`src/rtl/wavhc_pkg.sv`:
```
// types, codes and constant tables shared by the wav header checker and gain blocks
package wavhc_pkg;

	localparam int unsigned HDR_BYTES = 44;
	localparam int unsigned POS_W     = 6;

	localparam logic [7:0] GAIN_RESET = 8'd10;

	localparam logic [1:0] ST_PLAYING  = 2'd0;
	localparam logic [1:0] ST_FINISHED = 2'd1;
	localparam logic [1:0] ST_REJECTED = 2'd2;
	localparam logic [1:0] ST_SHORT    = 2'd3;

	localparam logic [POS_W-1:0] POS_LAST_HDR = POS_W'(HDR_BYTES - 1);
	localparam logic [POS_W-1:0] POS_DATA     = POS_W'(HDR_BYTES);

	localparam logic [POS_W-1:0] POS_FORMAT   = 6'd21;
	localparam logic [POS_W-1:0] POS_CHANNELS = 6'd23;
	localparam logic [POS_W-1:0] POS_RATE     = 6'd27;
	localparam logic [POS_W-1:0] POS_BITS     = 6'd35;

	typedef struct packed {
		logic [7:0] data_byte;
		logic       file_end;
	} wavhc_in_t;

	typedef struct packed {
		logic signed [15:0] sample;
		logic               has_sample;
		logic [1:0]         status;
		logic               end_of_stream;
	} wavhc_out_t;

	typedef struct packed {
		logic        emit;
		logic        has_sample;
		logic [1:0]  status;
		logic        end_of_stream;
		logic [15:0] raw;
	} wavhc_ctl_t;

	typedef struct packed {
		logic       check;
		logic [7:0] value;
	} wavhc_marker_t;

	// expected marker byte at a header position
	function automatic wavhc_marker_t marker_at(input logic [POS_W-1:0] pos);
		wavhc_marker_t m;
		m.check = 1'b1;
		case (pos)
			6'd0:  m.value = "R";
			6'd1:  m.value = "I";
			6'd2:  m.value = "F";
			6'd3:  m.value = "F";
			6'd8:  m.value = "W";
			6'd9:  m.value = "A";
			6'd10: m.value = "V";
			6'd11: m.value = "E";
			6'd12: m.value = "f";
			6'd13: m.value = "m";
			6'd14: m.value = "t";
			6'd15: m.value = " ";
			6'd36: m.value = "d";
			6'd37: m.value = "a";
			6'd38: m.value = "t";
			6'd39: m.value = "a";
			default: begin
				m.check = 1'b0;
				m.value = 8'd0;
			end
		endcase
		return m;
	endfunction

endpackage

```
`src/rtl/wavhc_parse.sv`:
```
// per-file state: header position, header checks, sample pairing and result control
module wavhc_parse (
	input  logic                clk,
	input  logic                arst_n,
	input  logic                en,
	input  wavhc_pkg::wavhc_in_t item,
	output wavhc_pkg::wavhc_ctl_t ctl
);
	import wavhc_pkg::*;

	logic [POS_W-1:0] pos_q, pos_d;
	logic             fault_q, fault_d;
	logic             phase_q, phase_d;
	logic             drop_q, drop_d;
	logic [23:0]      acc_q, acc_d;
	logic [7:0]       low_q, low_d;

	logic [7:0]    b;
	logic          last;
	logic [15:0]   half;
	logic [31:0]   word;
	logic          ok;
	logic          fault_n;
	wavhc_marker_t mk;

	assign b    = item.data_byte;
	assign last = item.file_end;
	assign half = {b, acc_q[23:16]};
	assign word = {b, acc_q};
	assign mk   = marker_at(pos_q);

	always_comb begin
		ok = 1'b1;
		if (mk.check) begin
			ok = (b == mk.value);
		end else if (pos_q == POS_FORMAT) begin
			ok = (half == 16'd1);
		end else if (pos_q == POS_CHANNELS) begin
			ok = (half == 16'd1) || (half == 16'd2);
		end else if (pos_q == POS_RATE) begin
			ok = (word == 32'd8000) || (word == 32'd16000) || (word == 32'd22050) ||
				(word == 32'd44100) || (word == 32'd48000);
		end else if (pos_q == POS_BITS) begin
			ok = (half == 16'd8) || (half == 16'd16) || (half == 16'd24) ||
				(half == 16'd32);
		end
	end

	assign fault_n = fault_q | ~ok;

	always_comb begin
		pos_d   = pos_q;
		fault_d = fault_q;
		phase_d = phase_q;
		drop_d  = drop_q;
		acc_d   = acc_q;
		low_d   = low_q;
		ctl     = '0;
		if (drop_q) begin
			if (last) begin
				drop_d = 1'b0;
				pos_d  = '0;
				fault_d = 1'b0;
				phase_d = 1'b0;
			end
		end else if (pos_q != POS_DATA) begin
			acc_d = {b, acc_q[23:8]};
			if (pos_q != POS_LAST_HDR) begin
				if (last) begin
					pos_d   = '0;
					fault_d = 1'b0;
					ctl.emit = 1'b1;
					ctl.status = ST_SHORT;
					ctl.end_of_stream = 1'b1;
				end else begin
					pos_d   = pos_q + 1'b1;
					fault_d = fault_n;
				end
			end else if (fault_n) begin
				ctl.emit = 1'b1;
				ctl.status = ST_REJECTED;
				ctl.end_of_stream = 1'b1;
				pos_d   = '0;
				fault_d = 1'b0;
				drop_d  = ~last;
			end else if (last) begin
				pos_d   = '0;
				fault_d = 1'b0;
				ctl.emit = 1'b1;
				ctl.status = ST_FINISHED;
				ctl.end_of_stream = 1'b1;
			end else begin
				pos_d = POS_DATA;
			end
		end else if (!phase_q) begin
			if (last) begin
				pos_d   = '0;
				fault_d = 1'b0;
				ctl.emit = 1'b1;
				ctl.status = ST_FINISHED;
				ctl.end_of_stream = 1'b1;
			end else begin
				low_d   = b;
				phase_d = 1'b1;
			end
		end else begin
			phase_d = 1'b0;
			ctl.emit = 1'b1;
			ctl.has_sample = 1'b1;
			ctl.raw = {b, low_q};
			ctl.status = last ? ST_FINISHED : ST_PLAYING;
			ctl.end_of_stream = last;
			if (last) begin
				pos_d   = '0;
				fault_d = 1'b0;
			end
		end
	end

	always_ff @(posedge clk or negedge arst_n) begin
		if (!arst_n) begin
			pos_q   <= '0;
			fault_q <= 1'b0;
			phase_q <= 1'b0;
			drop_q  <= 1'b0;
		end else if (en) begin
			pos_q   <= pos_d;
			fault_q <= fault_d;
			phase_q <= phase_d;
			drop_q  <= drop_d;
		end
	end

	always_ff @(posedge clk) begin
		if (en) begin
			acc_q <= acc_d;
			low_q <= low_d;
		end
	end

endmodule

```
`src/rtl/wavhc_gain.sv`:
```
// sample times gain with saturation to int16
module wavhc_gain (
	input  logic [15:0]        raw,
	input  logic [7:0]         gain,
	output logic signed [15:0] sample
);
	import wavhc_pkg::*;

	logic signed [24:0] prod;

	assign prod = $signed(raw) * $signed({1'b0, gain});

	always_comb begin
		if (prod > 25'sd32767) begin
			sample = 16'sh7fff;
		end else if (prod < -25'sd32768) begin
			sample = 16'sh8000;
		end else begin
			sample = prod[15:0];
		end
	end

endmodule

```
`src/rtl/wav_header_check_and_gain.sv`:
```
// top level: input register, header check and gain stage, result register
//
// Takes one byte of a WAV file per cycle and keeps taking one per cycle
// while results are drained. A byte sits in the input register, the header
// check or multiply-saturate runs in the single stage behind it, and any
// result is written to the result register as its byte leaves the input
// register. A result that waits holds the byte behind it in the input
// register, and the input then stalls until the result is taken. Header
// bytes of a good file give no result unless the file ends on the last
// one; a rejected header gives one and the rest of that file is dropped.
// Write gain through the cfg port only while no file bytes are in flight.
module wav_header_check_and_gain (
	input  logic                   clk,
	input  logic                   arst_n,
	input  logic                   item_valid,
	output logic                   item_ready,
	input  wavhc_pkg::wavhc_in_t   item,
	output logic                   result_valid,
	input  logic                   result_ready,
	output wavhc_pkg::wavhc_out_t  result,
	input  logic                   cfg_valid,
	output logic                   cfg_ready,
	input  logic [7:0]             cfg_data
);
	import wavhc_pkg::*;

	logic [7:0] gain_val_q;
	wavhc_in_t  item_s1;
	logic       valid_s1;
	logic       advance;
	wavhc_ctl_t ctl;
	logic signed [15:0] amp;
	wavhc_out_t result_q;
	logic       result_valid_q;

	assign cfg_ready  = 1'b1;
	assign advance    = valid_s1 & (~result_valid_q | result_ready);
	assign item_ready = ~valid_s1 | advance;

	always_ff @(posedge clk or negedge arst_n) begin
		if (!arst_n) begin
			gain_val_q <= GAIN_RESET;
		end else if (cfg_valid && cfg_ready) begin
			gain_val_q <= cfg_data;
		end
	end

	always_ff @(posedge clk or negedge arst_n) begin
		if (!arst_n) begin
			valid_s1 <= 1'b0;
		end else if (item_ready) begin
			valid_s1 <= item_valid;
		end
	end

	always_ff @(posedge clk) begin
		if (item_ready && item_valid) begin
			item_s1 <= item;
		end
	end

	wavhc_parse u_parse (
		.clk    (clk),
		.arst_n (arst_n),
		.en     (advance),
		.item   (item_s1),
		.ctl    (ctl)
	);

	wavhc_gain u_gain (
		.raw    (ctl.raw),
		.gain   (gain_val_q),
		.sample (amp)
	);

	always_ff @(posedge clk or negedge arst_n) begin
		if (!arst_n) begin
			result_valid_q <= 1'b0;
		end else if (advance) begin
			result_valid_q <= ctl.emit;
		end else if (result_ready) begin
			result_valid_q <= 1'b0;
		end
	end

	always_ff @(posedge clk) begin
		if (advance && ctl.emit) begin
			result_q.sample        <= amp;
			result_q.has_sample    <= ctl.has_sample;
			result_q.status        <= ctl.status;
			result_q.end_of_stream <= ctl.end_of_stream;
		end
	end

	assign result_valid = result_valid_q;
	assign result       = result_q;

endmodule

```
`config.mk`:
```
export PLATFORM = sky130hd
export DESIGN_NAME = wav_header_check_and_gain
export DESIGN_NICKNAME = d
export VERILOG_FILES = /design/src/rtl/wavhc_pkg.sv /design/src/rtl/wavhc_parse.sv /design/src/rtl/wavhc_gain.sv /design/src/rtl/wav_header_check_and_gain.sv
export SDC_FILE = /design/constraint.sdc
export NUM_CORES = 1
export LEC_CHECK = 0
export BUFFER_PORTS_ARGS = -buffer_cell sky130_fd_sc_hd__buf_2
export CAP_MARGIN = 5
export CORE_ASPECT_RATIO = 1.1
export CORE_MARGIN = 1.5
export CORE_UTILIZATION = 37
export CTS_CLUSTER_DIAMETER = 60
export CTS_CLUSTER_SIZE = 30
export DETAILED_ROUTE_END_ITERATION = 16
export PLACE_DENSITY = 0.56
export SETUP_SLACK_MARGIN = 0.5
export SYNTH_ARGS = -nofsm -noshare
export SYNTH_HDL_FRONTEND = slang
export SYNTH_SLANG_ARGS = --single-unit
```
`constraint.sdc`:
```
create_clock -name clk -period 12.6 [get_ports clk]
set_input_delay 0.63 -clock clk [delete_from_list [all_inputs] [get_ports clk]]
set_output_delay 0.63 -clock clk [all_outputs]
set_load 0.01 [all_outputs]
```
After elaboration in Yosys (flattened, before gate mapping)
Index checks and enable logic that the tools add are counted.
Operators by class
  add/subtract/negate cells: 1
  $mul: 1
  $lt $le $gt $ge: 2
  eq/ne operators: 35
  multiplexer cells: 49
  bitwise gates (word level): 11
  reductions and logical operators: 20
Operators by type and width (count)
  $pmux W7 S13: 1
  $eq A32 B16 Y1 const B: 2
  $eq A6 B4 Y1 const B: 8
  $mux W16: 3
  $mux W6: 7
  $eq A16 B5 Y1 const B: 2
  $eq A32 B13 Y1 const B: 1
  $eq A32 B14 Y1 const B: 1
  $eq A32 B15 Y1 const B: 1
  $mux W1: 31
  $eq A6 B6 Y1 const B: 5
  $gt A25 B16 Y1 const B: 1
  $lt A25 B16 Y1 const B: 1
  $mul A16 B9 Y25: 1
  $mux W21: 1
  $eq A6 B5 Y1 const B: 3
  $eq A16 B1 Y1 const B: 1
  $eq A16 B2 Y1 const B: 1
  $eq A16 B4 Y1 const B: 1
  $eq A16 B6 Y1 const B: 1
  $reduce_or A16 Y1: 1
  $mux W3: 5
  $eq A6 B2 Y1 const B: 2
  $ne A6 B6 Y1 const B: 2
  other kinds (16): 36
Storage, ports and cells
  bits in registers: 80
  bits of input ports: 22
  output and inout bits: 23
  word-level logic and storage cells: 134

Logic depth before layout (Yosys ltp)
  word-level depth: 18
  mapped depth: 30
  gate-level depth less buffers: 26

Cells and area by module
A second synthesis with hierarchy kept.
Second synthesis, totals
  cells, all modules: 887
  area, all modules: 8717.1 um^2
Modules (own cells, without submodules)
  wavhc_gain: times used 1, cells an instance 598, area each 5003.5 um^2, sequential area each 0.0 um^2
  wavhc_parse: times used 1, cells an instance 231, area each 2401.1 um^2, sequential area each 1186.1 um^2
  wav_header_check_and_gain: times used 1, cells an instance 58, area each 1312.5 um^2, sequential area each 1123.6 um^2

Least setup slack after synthesis
No wires, ideal clock.
  path type: register to register
  start point: reg u_parse.pos_q[0]
  end point: reg result_q (netlist bit result[14]) (data pin)
  setup time: 0.267 ns
  arrival time: 6.769 ns
  data required time: 12.333 ns
  path slack: 5.564 ns
  stages on the path, launching flop included: 29
  path buffers: 4
  clock period less this slack: 7.036 ns
  cell sequence: dfrtp_1 inv_1 ha_1 clkbuf_1 nand3_1 nor3b_1 nand2_1 nor2_1 clkbuf_1 clkbuf_1 nand3_1 fa_1 fa_1 inv_1 fa_1 inv_1 fa_1 inv_1 ha_1 o211ai_1 a21oi_1 a221oi_2 nor2_2 a211o_1 a31oi_1 xnor2_1 o41ai_4 buf_6 o21ai_0
On the way
  longest elaborated chain between the ends: 6
  elaborated cells between the ends (all ways): 7
  classes of those cells: mul: 1; order compare: 2; eq/ne: 1; mux: 3
Ends and longest elaborated chain
  from (decl): line wavhc_parse.sv:11  | logic [POS_W-1:0] pos_q, pos_d;
  from (signal assigned): line wavhc_parse.sv:127  | pos_q <= pos_d;
  $ne A6 B6 Y1 *: line wavhc_parse.sv:66  | end else if (pos_q != POS_DATA) begin
  $mux W16 *: line wavhc_parse.sv:66
  $mux W21 *: line wavhc_parse.sv:59  | if (drop_q) begin
  $mul A16 B9 Y25 *: line wavhc_gain.sv:11  | assign prod = $signed(raw) * $signed({1'b0, gain});
  $lt A25 B16 Y1: line wavhc_gain.sv:16  | end else if (prod < -25'sd32768) begin
  $mux W16: line wavhc_gain.sv:16
  to (decl): line wav_header_check_and_gain.sv:33  | wavhc_out_t result_q;
Every way passes the cells marked *; elsewhere a longest branch is shown, timed or not.
A chain may end at the register's enable or synchronous reset.

Worst setup path in the final report
  start point: reg u_parse.pos_q[0]
  end point: reg result_q (netlist bit result[7]) (data pin)
Same word-level chain as after synthesis.

==> run summary <==
post-cts resize count - 0
drc violations - 0
status - completed
first-pass GRT wire length - 31.2 mm
Critical Path AT - 8.40 ns
crit path from - u_parse.pos_q[0]
HP Class - input pin to asynchronous set/reset pin
main flop type after synthesis - edfxtp_1
ranking of synthesized cells by area - fa_1 24%, edfxtp_1 22%, ha_1 8.0%
Post-synth ARST share - 23.8%
top-area cell type share of the netlist area - 24.1%
Detail Placement HPWL - 14.4 mm
Flop pwr share - 48.9%
number of vias per cell - 5.18
mapped cell area - 8480 sq um
register area - 2310 sq um
vias in the first global route - 6162
Max Fclk - 120 MHz
num ports - 45
# fillers - 2179
Net Count, Synth - 1046
sw power - 0.194 mW
Final Cycle Share - 66.4%
Worst-path clk slew - 0.07 ns
placed instance area - 8950 sq um
met2 Resource Use GR - 28.0%
Synth Area in Adders - 32.1%
setup violators final - 0
met3 usage - 2.47%
Util after Layout - 41.5%
P_leak - 4.50 nW
gr busiest metal - met2
Hold-fix buffers, CTS - 0
switching share of power - 27.4%
core area - 22300 sq um
Post-synth EDFFs - 61
post-route design area - 9260 sq um
max-cap viol count - 0
mux contribution to synthesized area - 1.42%
element type at the critical path end - flop
CTS buffer count - 9
CTS tree - done
Clock Path Buffers - 2
Syn-to-layout area delta - 9.25%
Clk pwr share - 38.0%
Finished Layout Cells - 1186
layout cells sized above 1 - 9.76%
Comb power frac - 13.2%
Die ar. - 23800 sq um
post-synthesis compound-gate area fraction - 10.1%
Seq cells post-synth - 80
total grt overflow - 0
Crit Path Class - flop to flop
worst skew pair latency - 0.34 ns
count of cell types in the netlist - 76
R2R Path Start - u_parse.pos_q[0]
die width - 147 microns
vias - 6147
RSZ-0062 raised after global routing - false
Clock Sinks - 80
largest net degree at the start of global routing - 113
Post-Place Cells - 1170
met1 GRT Util - 22.2%
root buf cell - clkbuf_16
routability congestion estimate - 0.871
H-Tree Depth - 3
clk_skew - 0.0119 ns
Total Wirelength - 18.6 mm
remaining antenna violation count - 0
Die Ht - 162 microns
Max Slew Vio Count - 0
Final nets - 1064
crit-path max FO - 112
initial antenna violation count - 0
area leader, netlist - fa_1
Multi-input gate area - 5370 sq um
post-DR wirelength/cell - 15.7 microns
xor and xnor area share after synthesis - 2.79%
simple-gate share of the synthesized area - 16.6%
Tot GR Track Use - 16.5%
sum of negative setup slack - 0 ns
drt first pass iters - 5
# rows - 57
Post-CTS Setup Repair Bufs - 0
Cells after Synth - 868
Initial DRC Count - 319
Required @ worst endpoint - 12.63 ns
Port Buf Inserts - 43
Yosys Warn Count - 0
CP startpoint kind - flop
Rel. slew slack - 40.6%
worst-margin pin slew - 0.892 ns
largest family of logic cells by synthesized area - adder cells
post-route minimum period - 8.37 ns
internal power - 0.513 mW
largest vdd supply drop - 0.0620 mV
PwrDens - 76.3 nW/um^2
syn_area_per_cell - 9.77 sq um
Starting Density - 38.0%
# diodes - 0
register area share after synthesis - 27.2%
Hold Fails Final Rpt - 0
==> placed cells by master, fill, tap and decap left out, types with 4 or more instances in the layout <==
master,count
inv_1,175
nor2_1,24
nor4_1,5
edfxtp_1,61
or4_1,4
nor3_1,9
mux2_2,8
nand3_1,47
dfrtp_1,17
a31oi_1,5
xor2_1,10
fa_1,102
nand2_1,45
ha_1,54
and3_1,75
o211ai_1,7
clkbuf_16,11
buf_2,43
o31ai_1,4
o21ai_0,32
nand4_1,5
o31a_1,4
nor2b_1,5
o21bai_1,7
nand2b_1,7
a21oi_1,22
and2_1,6
a21o_1,5
xnor2_1,17
==> metal layers <==
| layer | vias to the layer above | share of wire [%] | wire length, microns |
|---|---|---|---|
| met4 | 0 | 1.4 | 256 |
| met2 | 114 | 49 | 9170 |
| li1 | 2951 | - | - |
| met1 | 3062 | 46 | 8570 |
| met3 | 20 | 3.1 | 572 |
| met5 | - | 0 | 0 |
==> per-stage QoR <==
stage	total power, mW	setup WS (ns)	hold WS, ns
final	0.706	4.23	0.244
after global routing	0.740	3.66	0.267
after CTS	0.714	4.23	0.247
after detailed placement	0.444	4.24	0.438
after global placement	0.444	4.58	0.435
after floorplan	0.407	5.56	0.334
==> Yosys cell counts, types with 17 or more instances <==
cell type    n
a21oi_1     22
and3_1      75
clkbuf_1    36
dfrtp_1     17
edfxtp_1    61
fa_1       102
ha_1        54
inv_1      175
nand2_1     45
nand3_1     47
nor2_1      26
o21ai_0     32
xnor2_1     17
==> critical path: stages, from the launching register on <==
cell	delay, ns
dfrtp_1	0.43
inv_1	0.10
ha_1	0.31
nand3_1	0.14
nor3b_1	0.33
nand2_1	0.23
nor2_4	0.12
buf_4	0.67
and2_1	0.33
nand2_1	0.12
fa_1	0.57
inv_1	0.05
fa_1	0.48
fa_1	0.54
inv_1	0.05
fa_1	0.47
inv_1	0.04
ha_1	0.35
a21o_1	0.20
a21o_1	0.19
a221oi_2	0.45
nor2_2	0.07
a211o_1	0.32
a31oi_1	0.22
xnor2_1	0.18
o41ai_4	0.79
o21ai_0	0.23
==> cell type report <==
cell class              count  share of cell area, %
well taps                 295                   3.99
multi-input cells         573                   58.0
repair buffers             46                   2.57
flip-flops and latches     80                   24.9
inverters                 176                   7.13
clock buffers              13                   3.16
clock inverters             3                  0.216
==> sequential cells by signal, summed over array words and instances, names as in the netlist <==
signal,count
valid_s1,1
gain_val_q,8
result,20
u_parse.low_q,8
result_valid,1
u_parse.pos_q,6
u_parse.drop_q,1
item_s1,9
u_parse.acc_q,24
u_parse.fault_q,1
u_parse.phase_q,1
==> cell families after synthesis <==
family / count (synthesis)
adders and majority gates: 156
muxes: 11
DFF: 80
xor gates and xnor gates: 27
AOI/OAI and AO/OA: 121
and+or+nand+nor: 257
other: 1
buffers and inverters: 215
==> path summary, 6_finish.rpt <==
path                                     endpoint  cells past startpoint  slack (ns)
worst max-delay path                    result[7]                     26        4.23
worst min-delay path              u_parse.phase_q                      1        0.24
worst max register to register          result[7]                     26        4.23
worst min register to register  u_parse.acc_q[14]                      0        0.45
max in group asynchronous           gain_val_q[3]                      1       11.99
min in group clk                u_parse.acc_q[14]                      0        0.45
==> power groups by stage <==
stage,clock network (mW),logic (mW),registers (mW)
floorplan,0,0.0791,0.328
global placement,0,0.0930,0.351
detailed placement,0,0.0930,0.351
CTS,0.275,0.0932,0.346
global route,0.285,0.105,0.350
finish,0.268,0.0929,0.345
Note: power is estimated with default switching activity, not from simulation.
